`src/rtl/dmwc_ram.sv`:
```
// simple dual-port synchronous ram, one write and one registered read per cycle
module dmwc_ram #(
    parameter int DEPTH = 64,
    parameter int WIDTH = 8
) (
    input  logic                     i_clk,
    input  logic                     i_we,
    input  logic [$clog2(DEPTH)-1:0] i_waddr,
    input  logic [WIDTH-1:0]         i_wdata,
    input  logic [$clog2(DEPTH)-1:0] i_raddr,
    output logic [WIDTH-1:0]         o_rdata
);

    logic [WIDTH-1:0] r_mem [DEPTH];
    logic [WIDTH-1:0] r_rdata;

    always_ff @(posedge i_clk) begin
        if (i_we) begin
            r_mem[i_waddr] <= i_wdata;
        end
        r_rdata <= r_mem[i_raddr];
    end

    assign o_rdata = r_rdata;

endmodule

```
`config.mk`:
```
export PLATFORM = sky130hd
export DESIGN_NAME = dmwc_ram
export DESIGN_NICKNAME = d
export VERILOG_FILES = /design/src/rtl/dmwc_ram.sv
export SDC_FILE = /design/constraint.sdc
export NUM_CORES = 1
export LEC_CHECK = 0
export ABC_CLOCK_PERIOD_IN_PS = 4100
export BUFFER_PORTS_ARGS = -buffer_cell sky130_fd_sc_hd__buf_2
export CAP_MARGIN = 20
export CORE_MARGIN = 2
export CORE_UTILIZATION = 40
export DETAILED_ROUTE_END_ITERATION = 7
export PLACE_DENSITY_LB_ADDON = 0.3
export SYNTH_ARGS = -nofsm -noshare
export SYNTH_HDL_FRONTEND = slang
export SYNTH_SLANG_ARGS = --single-unit
export TNS_END_PERCENT = 1
```
`constraint.sdc`:
```
create_clock -name i_clk -period 4.1 [get_ports i_clk]
set_input_delay 0 -clock i_clk [delete_from_list [all_inputs] [get_ports i_clk]]
set_output_delay 0 -clock i_clk [all_outputs]
set_load 0.01 [all_outputs]
```
==> results.ini <==
[status]
status=complete, no violations

[power_and_ir_drop]
p_sw_mw=2.33
p_leak_nw=6.99
powerDensity_nw_per_um2=481
combPwrFrac=0.050
total_power_mw=10.9
switching_share=0.213
clockPowerShare=0.410
internal_power_mw=8.61
seqPwrFrac=0.540
ir_drop_mv=0.318

[timing]
drv_slew=0
tightest_slew_ps=1010
finalSetupViolCount=0
skew_ps=14.5
maxClockFrequency_mhz=492
fin_crit_ps=2030
relSlewSlack=0.322
setup_ws_ps=2070
rsz0062_at_grt=false
tns_ps=0
finalHoldViolCount=0
min_period_over_period=0.496

[grt]
grt-ovfl-total=0
grt_usage=0.172
antenna_found_initial=2
grt_pass1_wl_um=65700
grt_pass1_vias=9609
grt_max_degree=65

[setup_path]
cp_slowest_cell=a2111oi_0
cp_cell_sequence=mux4_2 -> nor2b_1 -> a2111oi_0 -> o41ai_1
crit_path_end_kind=flip-flop
critPathMaxStageDelay_ps=750
critPathKind=reg2reg
cp_data_arrival_time_ps=2490
critPathMaxFanout=1
critPathLaunchType=flip-flop
critPathBufInv=0
crit_family=compound AO/OA/AOI/OAI gates
required_ps=4560

[floorplanning]
dieWidth_um=229
io_pins=30
fp.dieArea_um2=52200
fp-row-count=82
core_region_area_um2=50000
die_height_um=229
initial_core_util=0.404

[cells_and_area]
area_growth_pct=12.7
drive_gt1_frac=0.255
fin_nets=1020
stdcell_count=1713
diodes=0

[yosys]
syn-instance-count=940
synth_nets=962
synth-simple-area-share=0.0339
synth_top_family_by_area=multiplexers
synth_warnings=0
yosys.area_share.xor_xnor=0
synth_compound_area_frac=0.0207
async_reset_ff_frac=0
synth_edf_count=512
ys.flop_type=edfxtp_1
seq_area_frac_synth=0.770
ys_ff_latch=520
synth_adder_area_share=0
synth_cell_types=40
synth_mux_area_frac=0.159
syn_avg_cell_area_um2=21.5
netlist_area_um2=20200

[clock_tree]
cts_setup_buffers=0
cts_sinks=520
cts.root.buffer_cell=clkbuf_16
cts_tree=yes
numCtsBuffers=51
clock_latency_ps=600
htreeDepth=2
clock_tree.buffer_depth=3
clk_pin_slew_worst_paths_ps=60

[placed_design]
dp_cells=1609
gp_congestion=0.757
dpl_worst_slack_ps=1450
port_buffers=29
dpl.hpwl_um=26500

[drt]
vias_per_cell=5.53
post-route-drc-count=0
routed-via-count=9470
dr.pass1.iters=5
routedWlPerCell_um=26.0
dr.first_iter.drc_count=978
ant_nets=0
wl_um=44500

[min_path]
hold_class=in2reg

[run]
cap_violations=0

area by class of cell:
class | instances | area [um2]
Multi-Input combinational cell | 369 | 4320
Clock inverter | 27 | 234
Sequential cell | 520 | 15500
Clock buffer | 69 | 1350
Fill cell | 4202 | 27200
Timing Repair Buffer | 56 | 449
Tap cell | 672 | 841
timing repair:
action	4_1_cts	5_1_grt
setup endpoints to repair	0	0
gates resized for setup	0	0
hold endpoints to repair	24	108
hold buffers	2	3
cell families (layout without fill, tap and decap cells):
group	count (synthesis)	after routing
AO/OA/AOI/OAI	54	54
buffers and inverters	51	152
flip-flops	520	520
multiplexers	162	162
AND/OR/NAND/NOR	153	153
worst min-delay path: cells and delay by family:
kind / cells / cell delay, ps
AO/OA/AOI/OAI: 2 / 120
multiplexers: 1 / 300
buffers and inverters: 1 / 180
worst paths after layout:
check,start,slack (ps),depth (start not counted),to
worst max-delay path,r_mem[3][5],2070,4,o_rdata[5]
worst min-delay path,i_raddr[4],40,4,o_rdata[5]
worst max register to register,r_mem[3][5],2070,4,o_rdata[5]
worst min register to register,r_mem[18][0],840,4,o_rdata[0]
per-layer routing:
metal | track usage | routed length, um
met5 | 0 | 25
met4 | 0.0641 | 1310
met3 | 0.0266 | 2440
met2 | 0.276 | 21700
met1 | 0.241 | 19000
registers in the layout, summed over array words and instances (netlist names):
name	count
o_rdata	8
r_mem	512
per-stage QoR:
| stage | instance area, um2 | hold slack, ps | utilization |
|---|---|---|---|
| CTS | 22600 | 14.3 | 0.453 |
| global route | 22700 | 52.2 | 0.455 |
| global placement | 21000 | 434 | 0.420 |
| detailed placement | 21000 | 427 | 0.421 |
| floorplan | 20200 | 98.9 | - |
| finish | 22700 | 44.6 | 0.455 |
power by group through the flow:
stage / sequential [mW] / combinational (mW) / clock [mW]
4_1_cts: 5.91 / 0.546 / 4.57
3_3_place_gp: 6.02 / 0.534 / 0
6_report: 5.90 / 0.545 / 4.49
5_1_grt: 5.90 / 0.584 / 4.77
2_1_floorplan: 6.01 / 0.314 / 0
3_5_place_dp: 6.02 / 0.543 / 0
cell usage in the layout, fill, tap and decap left out, types with 14 or more instances in the layout:
cell type | Yosys | final
nor2b_1 | 14 | 14
mux4_2 | 126 | 126
buf_2 | 11 | 26
nand2_1 | 19 | 19
nor2_1 | 83 | 83
mux2i_1 | 23 | 23
clkbuf_1 | 17 | 17
edfxtp_1 | 512 | 512
clkbuf_16 | 0 | 51
buf_4 | 13 | 18
synthesized netlist by cell type, types with 6 or more instances:
| library cell | instances | area (um2) |
|---|---|---|
| dfxtp_1 | 8 | 160 |
| nand3_1 | 13 | 65.1 |
| o22ai_1 | 8 | 50.1 |
| mux2_2 | 13 | 146 |
| buf_4 | 13 | 97.6 |
| edfxtp_1 | 512 | 15400 |
| buf_2 | 11 | 55.1 |
| clkbuf_1 | 17 | 63.8 |
| mux2i_1 | 23 | 230 |
| a221oi_1 | 6 | 52.6 |
| nor3_1 | 7 | 35.0 |
| mux4_2 | 126 | 2840 |
| nand2_1 | 19 | 71.3 |
| o221ai_1 | 8 | 70.1 |
| nor2b_1 | 14 | 87.6 |
| nand2b_1 | 7 | 43.8 |
| nor2_1 | 83 | 312 |
No activity file was read; power rests on OpenSTA's default activity.
