$ cat src/rtl/dmwc_pkg.sv
// shared constants, codes and transaction types of the write-back cache
package dmwc_pkg;

    localparam int DMWC_NUM_LINES      = 64;
    localparam int DMWC_BYTES_PER_LINE = 4;
    localparam int DMWC_NUM_TAGS       = 256;

    localparam int ADDR_W      = 16;
    localparam int DATA_W      = 8;
    localparam int S_TDATA_W   = 24;
    localparam int M_TDATA_W   = 16;

    typedef enum logic {
        MODE_READ  = 1'b0,
        MODE_WRITE = 1'b1
    } t_mode;

    typedef struct packed {
        t_mode             mode;
        logic [ADDR_W-1:0] address;
        logic [DATA_W-1:0] write_data;
    } t_req;

    typedef struct packed {
        logic              dirty;
        logic              hit;
        logic [DATA_W-1:0] read_data;
    } t_rsp;

endpackage

$ cat src/rtl/dmwc_ctrl.sv
// cache controller: clear sweep, lookup, write-back, fill and commit sequencer
module dmwc_ctrl
    import dmwc_pkg::*;
#(
    parameter int NUM_LINES      = DMWC_NUM_LINES,
    parameter int BYTES_PER_LINE = DMWC_BYTES_PER_LINE,
    parameter int NUM_TAGS       = DMWC_NUM_TAGS,
    localparam int LINE_W  = $clog2(NUM_LINES),
    localparam int TAG_W   = $clog2(NUM_TAGS),
    localparam int ROW_W   = TAG_W + LINE_W,
    localparam int LINE_DW = BYTES_PER_LINE * DATA_W,
    localparam int CROW_W  = 2 + TAG_W + LINE_DW
) (
    input  logic               i_clk,
    input  logic               i_rst_n,
    input  logic               i_req_valid,
    output logic               o_req_ready,
    input  t_req               i_req,
    output logic               o_rsp_valid,
    input  logic               i_rsp_ready,
    output t_rsp               o_rsp,
    // line ram
    output logic               o_cwe,
    output logic [LINE_W-1:0]  o_cwaddr,
    output logic [CROW_W-1:0]  o_cwdata,
    output logic [LINE_W-1:0]  o_craddr,
    input  logic [CROW_W-1:0]  i_crdata,
    // backing store
    output logic               o_swe,
    output logic [ROW_W-1:0]   o_swaddr,
    output logic [LINE_DW-1:0] o_swdata,
    output logic [ROW_W-1:0]   o_sraddr,
    input  logic [LINE_DW-1:0] i_srdata
);

    localparam int OFF_W     = $clog2(BYTES_PER_LINE);
    localparam int TAG_LSB   = LINE_DW;
    localparam int DIRTY_BIT = LINE_DW + TAG_W;
    localparam int VALID_BIT = LINE_DW + TAG_W + 1;

    typedef enum logic [2:0] {
        S_CLEAR,
        S_IDLE,
        S_LOOK,
        S_FILL,
        S_COMMIT
    } t_state;

    t_state              r_state;
    logic [ROW_W-1:0]    r_clr;
    t_mode               r_mode;
    logic [ADDR_W-1:0]   r_addr;
    logic [DATA_W-1:0]   r_wdata;
    logic [LINE_DW-1:0]  r_line;
    logic                r_hit;
    logic                r_dirty;
    logic                r_rsp_valid;
    t_rsp                r_rsp;

    logic [ADDR_W-1:0]   w_in_shift;
    logic [ADDR_W-1:0]   w_line_shift;
    logic [ADDR_W-1:0]   w_tag_shift;
    logic [OFF_W-1:0]    w_off;
    logic [LINE_W-1:0]   w_line;
    logic [TAG_W-1:0]    w_tag;
    logic                w_cvalid;
    logic                w_cdirty;
    logic [TAG_W-1:0]    w_ctag;
    logic [LINE_DW-1:0]  w_cdata;
    logic                w_hit;
    logic                w_out_free;
    logic                w_commit;
    logic                w_rsp_load;
    logic                w_dirty_final;
    logic [LINE_DW-1:0]  w_line_final;

    // address split
    assign w_in_shift   = i_req.address >> OFF_W;
    assign w_line_shift = r_addr >> OFF_W;
    assign w_tag_shift  = r_addr >> (OFF_W + LINE_W);
    assign w_off        = r_addr[OFF_W-1:0];
    assign w_line       = w_line_shift[LINE_W-1:0];
    assign w_tag        = w_tag_shift[TAG_W-1:0];

    // line ram read fields
    assign w_cvalid = i_crdata[VALID_BIT];
    assign w_cdirty = i_crdata[DIRTY_BIT];
    assign w_ctag   = i_crdata[TAG_LSB +: TAG_W];
    assign w_cdata  = i_crdata[LINE_DW-1:0];
    assign w_hit    = w_cvalid && (w_ctag == w_tag);

    assign w_out_free = !r_rsp_valid || i_rsp_ready;
    assign w_commit   = (r_state == S_COMMIT) && ((r_mode == MODE_WRITE) || w_out_free);
    assign w_rsp_load = w_commit && (r_mode == MODE_READ);

    // merge the write byte into the line
    always_comb begin
        w_line_final  = r_line;
        w_dirty_final = r_dirty;
        if (r_mode == MODE_WRITE) begin
            w_line_final[w_off*DATA_W +: DATA_W] = r_wdata;
            w_dirty_final                        = 1'b1;
        end
    end

    // memory controls
    always_comb begin
        o_craddr = w_in_shift[LINE_W-1:0];
        o_sraddr = {w_tag, w_line};
        o_cwe    = 1'b0;
        o_cwaddr = w_line;
        o_cwdata = {1'b1, w_dirty_final, w_tag, w_line_final};
        o_swe    = 1'b0;
        o_swaddr = {w_ctag, w_line};
        o_swdata = w_cdata;
        unique case (r_state)
            S_CLEAR: begin
                o_cwe    = 1'b1;
                o_cwaddr = r_clr[LINE_W-1:0];
                o_cwdata = '0;
                o_swe    = 1'b1;
                o_swaddr = r_clr;
                o_swdata = '0;
            end
            S_LOOK: begin
                // evict a dirty line before its slot is refilled
                o_swe = !w_hit && w_cvalid && w_cdirty;
            end
            S_COMMIT: begin
                o_cwe = w_commit;
            end
            S_IDLE, S_FILL: begin
            end
            default: begin
            end
        endcase
    end

    always_ff @(posedge i_clk) begin
        if (!i_rst_n) begin
            r_state     <= S_CLEAR;
            r_clr       <= '0;
            r_rsp_valid <= 1'b0;
        end else begin
            // a new read result replaces one that drains in the same cycle
            if (w_rsp_load) begin
                r_rsp_valid <= 1'b1;
            end else if (r_rsp_valid && i_rsp_ready) begin
                r_rsp_valid <= 1'b0;
            end
            unique case (r_state)
                S_CLEAR: begin
                    r_clr <= r_clr + 1'b1;
                    if (&r_clr) begin
                        r_state <= S_IDLE;
                    end
                end
                S_IDLE: begin
                    if (i_req_valid) begin
                        r_mode  <= i_req.mode;
                        r_addr  <= i_req.address;
                        r_wdata <= i_req.write_data;
                        r_state <= S_LOOK;
                    end
                end
                S_LOOK: begin
                    r_hit <= w_hit;
                    if (w_hit) begin
                        r_line  <= w_cdata;
                        r_dirty <= w_cdirty;
                        r_state <= S_COMMIT;
                    end else begin
                        r_dirty <= 1'b0;
                        r_state <= S_FILL;
                    end
                end
                S_FILL: begin
                    r_line  <= i_srdata;
                    r_state <= S_COMMIT;
                end
                S_COMMIT: begin
                    if (w_commit) begin
                        if (r_mode == MODE_READ) begin
                            r_rsp.read_data <= w_line_final[w_off*DATA_W +: DATA_W];
                            r_rsp.hit       <= r_hit;
                            r_rsp.dirty     <= w_dirty_final;
                        end
                        r_state <= S_IDLE;
                    end
                end
                default: begin
                    r_state <= S_IDLE;
                end
            endcase
        end
    end

    assign o_req_ready = (r_state == S_IDLE);
    assign o_rsp_valid = r_rsp_valid;
    assign o_rsp       = r_rsp;

endmodule

$ cat config.mk
export PLATFORM = sky130hd
export DESIGN_NAME = dmwc_ctrl
export DESIGN_NICKNAME = d
export VERILOG_FILES = /design/src/rtl/dmwc_pkg.sv /design/src/rtl/dmwc_ctrl.sv
export SDC_FILE = /design/constraint.sdc
export NUM_CORES = 1
export LEC_CHECK = 0
export BUFFER_PORTS_ARGS = -buffer_cell sky130_fd_sc_hd__buf_2
export CORE_MARGIN = 2
export CORE_UTILIZATION = 30
export CTS_BUF_LIST = sky130_fd_sc_hd__clkbuf_4
export CTS_CLUSTER_SIZE = 40
export DETAILED_ROUTE_END_ITERATION = 10
export PLACE_DENSITY = 0.52
export SLEW_MARGIN = 20
export SYNTH_ARGS = -nofsm -noshare
export SYNTH_HDL_FRONTEND = slang
export SYNTH_SLANG_ARGS = --single-unit
export TNS_END_PERCENT = 30
$ cat constraint.sdc
create_clock -name i_clk -period 6.7 [get_ports i_clk]
set_input_delay 0.67 -clock i_clk [delete_from_list [all_inputs] [get_ports i_clk]]
set_output_delay 0.67 -clock i_clk [all_outputs]
set_load 0.01 [all_outputs]
==> impl_metrics.json <==
{
  "finClkSkew_ns": 0.02281,
  "grt_max_degree": 73,
  "comb_power_share_pct": 6.6,
  "first_pass_iters": 4,
  "netSwitchingFraction_pct": 24.17,
  "async_reset_ff_share_pct": 0,
  "cts_hold_buffers": 0,
  "globalplace.congestion": 0.8465,
  "crit_start": "r_addr[0]",
  "worst-r2r-setup-slack_ns": 3.42,
  "numCtsBuffers": 9,
  "track_usage_pct": 18.67,
  "core_um2": 16700,
  "drv_cap": 0,
  "drv_slew": 0,
  "grtUsageMet2_pct": 32.68,
  "multi_input_area_um2": 2356,
  "r2r_start": "r_state[0]",
  "crit_type": "reg2out",
  "ant_nets": 0,
  "numPortBuffers": 230,
  "syn_area_um2": 5146,
  "routed_wl_um": 17010,
  "seq_area_frac_synth_pct": 47.26,
  "hold_viol": 0,
  "cp.required_ns": 6.03,
  "synth_enable_flop_cells": 69,
  "final_nets": 810,
  "finalSetupViolCount": 0,
  "area_delta_synth_final_pct": 24.53,
  "final.setup.worst_slack_ns": 2.561,
  "pre_cts_ws_ns": 3.130,
  "rsz0062_at_grt": "no",
  "avgViaCountPerCell": 4.944,
  "seqCellArea_um2": 2432,
  "clk_latency_ns": 0.47,
  "cts_resized": 0,
  "tightest_slew_ns": 0.8671,
  "clockRootBuffer": "clkbuf_4",
  "n_fill_cell": 1746,
  "cts_buffer_depth": 2,
  "clk_pin_slew_ns": 0.15,
  "slew_headroom_pct": 42.13,
  "cp_max_fo": 28,
  "worstSetupStartpointType": "flip-flop",
  "p_leak_nw": 2.846,
  "grt.busiest_layer": "met2",
  "period_needed_ns": 4.139,
  "num_rows": 47,
  "synth_fp_nets": 625,
  "r2r-end": "r_clr[13]",
  "synth_seq_cells": 87,
  "drc": 0,
  "intPower_w": 0.0006940,
  "dp_cells": 910,
  "p_per_area_nw_per_um2": 142.8,
  "p_clk_share_pct": 29.7,
  "die-area_um2": 18220,
  "p_sw_w": 0.0002212,
  "fp.dieH_um": 135.0,
  "irDropWorstVdd_v": 0.00008142,
  "worstPathArrival_ns": 3.47,
  "num_io_pins": 231,
  "vias": 4578,
  "ys.warnings.count": 0,
  "min_path_type": "in2reg",
  "max_freq_mhz": 241.6,
  "layout.cells.non_filler": 926,
  "synth_cells": 516,
  "synth.avg_cell_area_um2": 9.973,
  "drt-initial-drc-count": 317,
  "endpoint_kind": "primary output",
  "layout-drive-gt1-share_pct": 41.50,
  "ys.flop_type": "edfxtp_1",
  "start_util_pct": 30.81,
  "grt_pass1_wl_um": 25770,
  "grt.overflow.total": 0,
  "hpwl_um": 12710,
  "synth.distinct_cells": 52,
  "crit_end": "o_cwdata[20]",
  "clock_sinks": 87,
  "finalCritPeriodShare_pct": 61.78,
  "antenna_found_initial": 0,
  "post_drt_wl_per_cell_um": 18.36,
  "grt_pass1_vias": 4638,
  "met3_usage_pct": 5.143,
  "setup_tns_ns": 0,
  "die_w_um": 135.0,
  "fin_hold_ws_ns": 0.3597,
  "met1_usage_pct": 22.89,
  "tritoncts": "done",
  "p_seq_share_pct": 63.7,
  "diodes": 0,
  "outcome": "finished, final reports clean",
  "worstRegToRegCells": 6,
  "htreeDepth": 3,
  "hold_start": "i_req[23]",
  "postCtsSetupRepairBufs": 0
}
[sequential cells by signal, summed over array words and instances, names as in the netlist]
name	flops
o_rsp_valid	1
r_addr	16
r_hit	1
r_state	3
r_mode	1
r_line	32
r_wdata	8
r_clr	14
r_dirty	1
o_rsp	10
[synthesized netlist by cell type (all sizes together) (2+ instances only)]
master / instances / area, um2
or4: 2 / 18.77
o21ai: 7 / 35.03
nor3: 8 / 45.04
clkbuf: 29 / 108.9
nand2b: 2 / 12.51
or3: 3 / 18.77
o211ai: 2 / 15.01
xnor2: 17 / 148.9
o32ai: 6 / 52.55
inv: 9 / 33.79
a22oi: 26 / 195.2
and3: 8 / 50.05
nand3: 6 / 30.03
nor2b: 2 / 12.51
mux2: 32 / 360.4
nor4: 4 / 25.02
nand4: 15 / 93.84
buf: 33 / 224.0
dfxtp: 18 / 360.4
and4: 2 / 17.52
mux2i: 2 / 20.02
edfxtp: 69 / 2072
nor2: 48 / 180.2
and2: 44 / 275.3
ha: 6 / 75.07
a31oi: 2 / 12.51
nor3b: 4 / 40.03
a21oi: 16 / 80.08
a21o: 8 / 60.06
nand2: 55 / 206.5
or2: 2 / 12.51
a221oi: 15 / 131.4
[how the worst min path moves through the flow]
stage / end / slack [ns] / cells past startpoint
after floorplan: o_rsp[8] / 0.40 / 0
after global placement: o_rsp[8] / 0.41 / 0
after detailed placement: o_rsp[8] / 0.41 / 0
after CTS: r_wdata[3] / 0.31 / 1
after global routing: r_wdata[3] / 0.30 / 1
final: r_addr[15] / 0.36 / 1
[critical path, stage by stage, from the launching register on]
cell      delay [ns]
edfxtp_1        0.38
buf_4           0.23
inv_1           0.43
ha_1            0.44
nand2_1         0.41
nor3b_2         0.66
a22oi_1         0.15
nor2_1          0.14
buf_2           0.14
[power by group through the flow]
stage / Combinational (W) / Sequential [W] / Clock (W)
after floorplan: 0.0000245 / 0.000595 / 0
after global placement: 0.0000599 / 0.000595 / 0
after detailed placement: 0.0000612 / 0.000595 / 0
after CTS: 0.0000616 / 0.000583 / 0.000288
after global routing: 0.0000671 / 0.000584 / 0.000308
final: 0.0000605 / 0.000583 / 0.000271
[stage by stage]
step                      cell area (um2)  total power (W)  utilization (%)
after floorplan                      5146        0.0006194                -
final                                6409        0.0009152            38.37
after global routing                 6409        0.0009592            38.37
after global placement               6291        0.0006552            37.67
after CTS                            6405        0.0009332            38.35
after detailed placement             6291        0.0006566            37.67
[layout by cell type (no fill, tap or decap), types with 8 or more instances in the layout]
master / count
nor2_1: 47
clkbuf_4: 9
a22oi_1: 26
nand2_1: 55
dfxtp_1: 18
and3_1: 8
nand4_1: 15
and2_1: 44
a21o_1: 8
a21oi_1: 16
xnor2_1: 17
a221oi_1: 15
mux2_2: 32
buf_2: 230
edfxtp_1: 69
[cells by family (layout without fill, tap and decap cells)]
family,after synthesis,after routing,share of synthesized area (%)
xor gates and xnor gates,18,18,3.063
buffers and inverters,71,261,7.124
and+or+nand+nor,209,209,20.84
AOI/OAI and AO/OA,91,91,12.86
DFF,87,87,47.26
muxes,34,34,7.391
adders and majority gates,6,6,1.459
[layer usage]
metal	vias to the layer above	wire, um
li1	2232	-
met1	2148	7021
met2	186	8552
met3	12	1222
met4	0	209
met5	-	0
[final cells by class]
class / count / area share [%]
inverters: 9 / 0.5467
clock inverters: 7 / 0.7224
multi-input cells: 358 / 36.76
flip-flops and latches: 87 / 37.95
clock buffers: 9 / 1.054
repair buffers: 236 / 18.66
well taps: 220 / 4.295
Power figures use the tool's default switching activity.
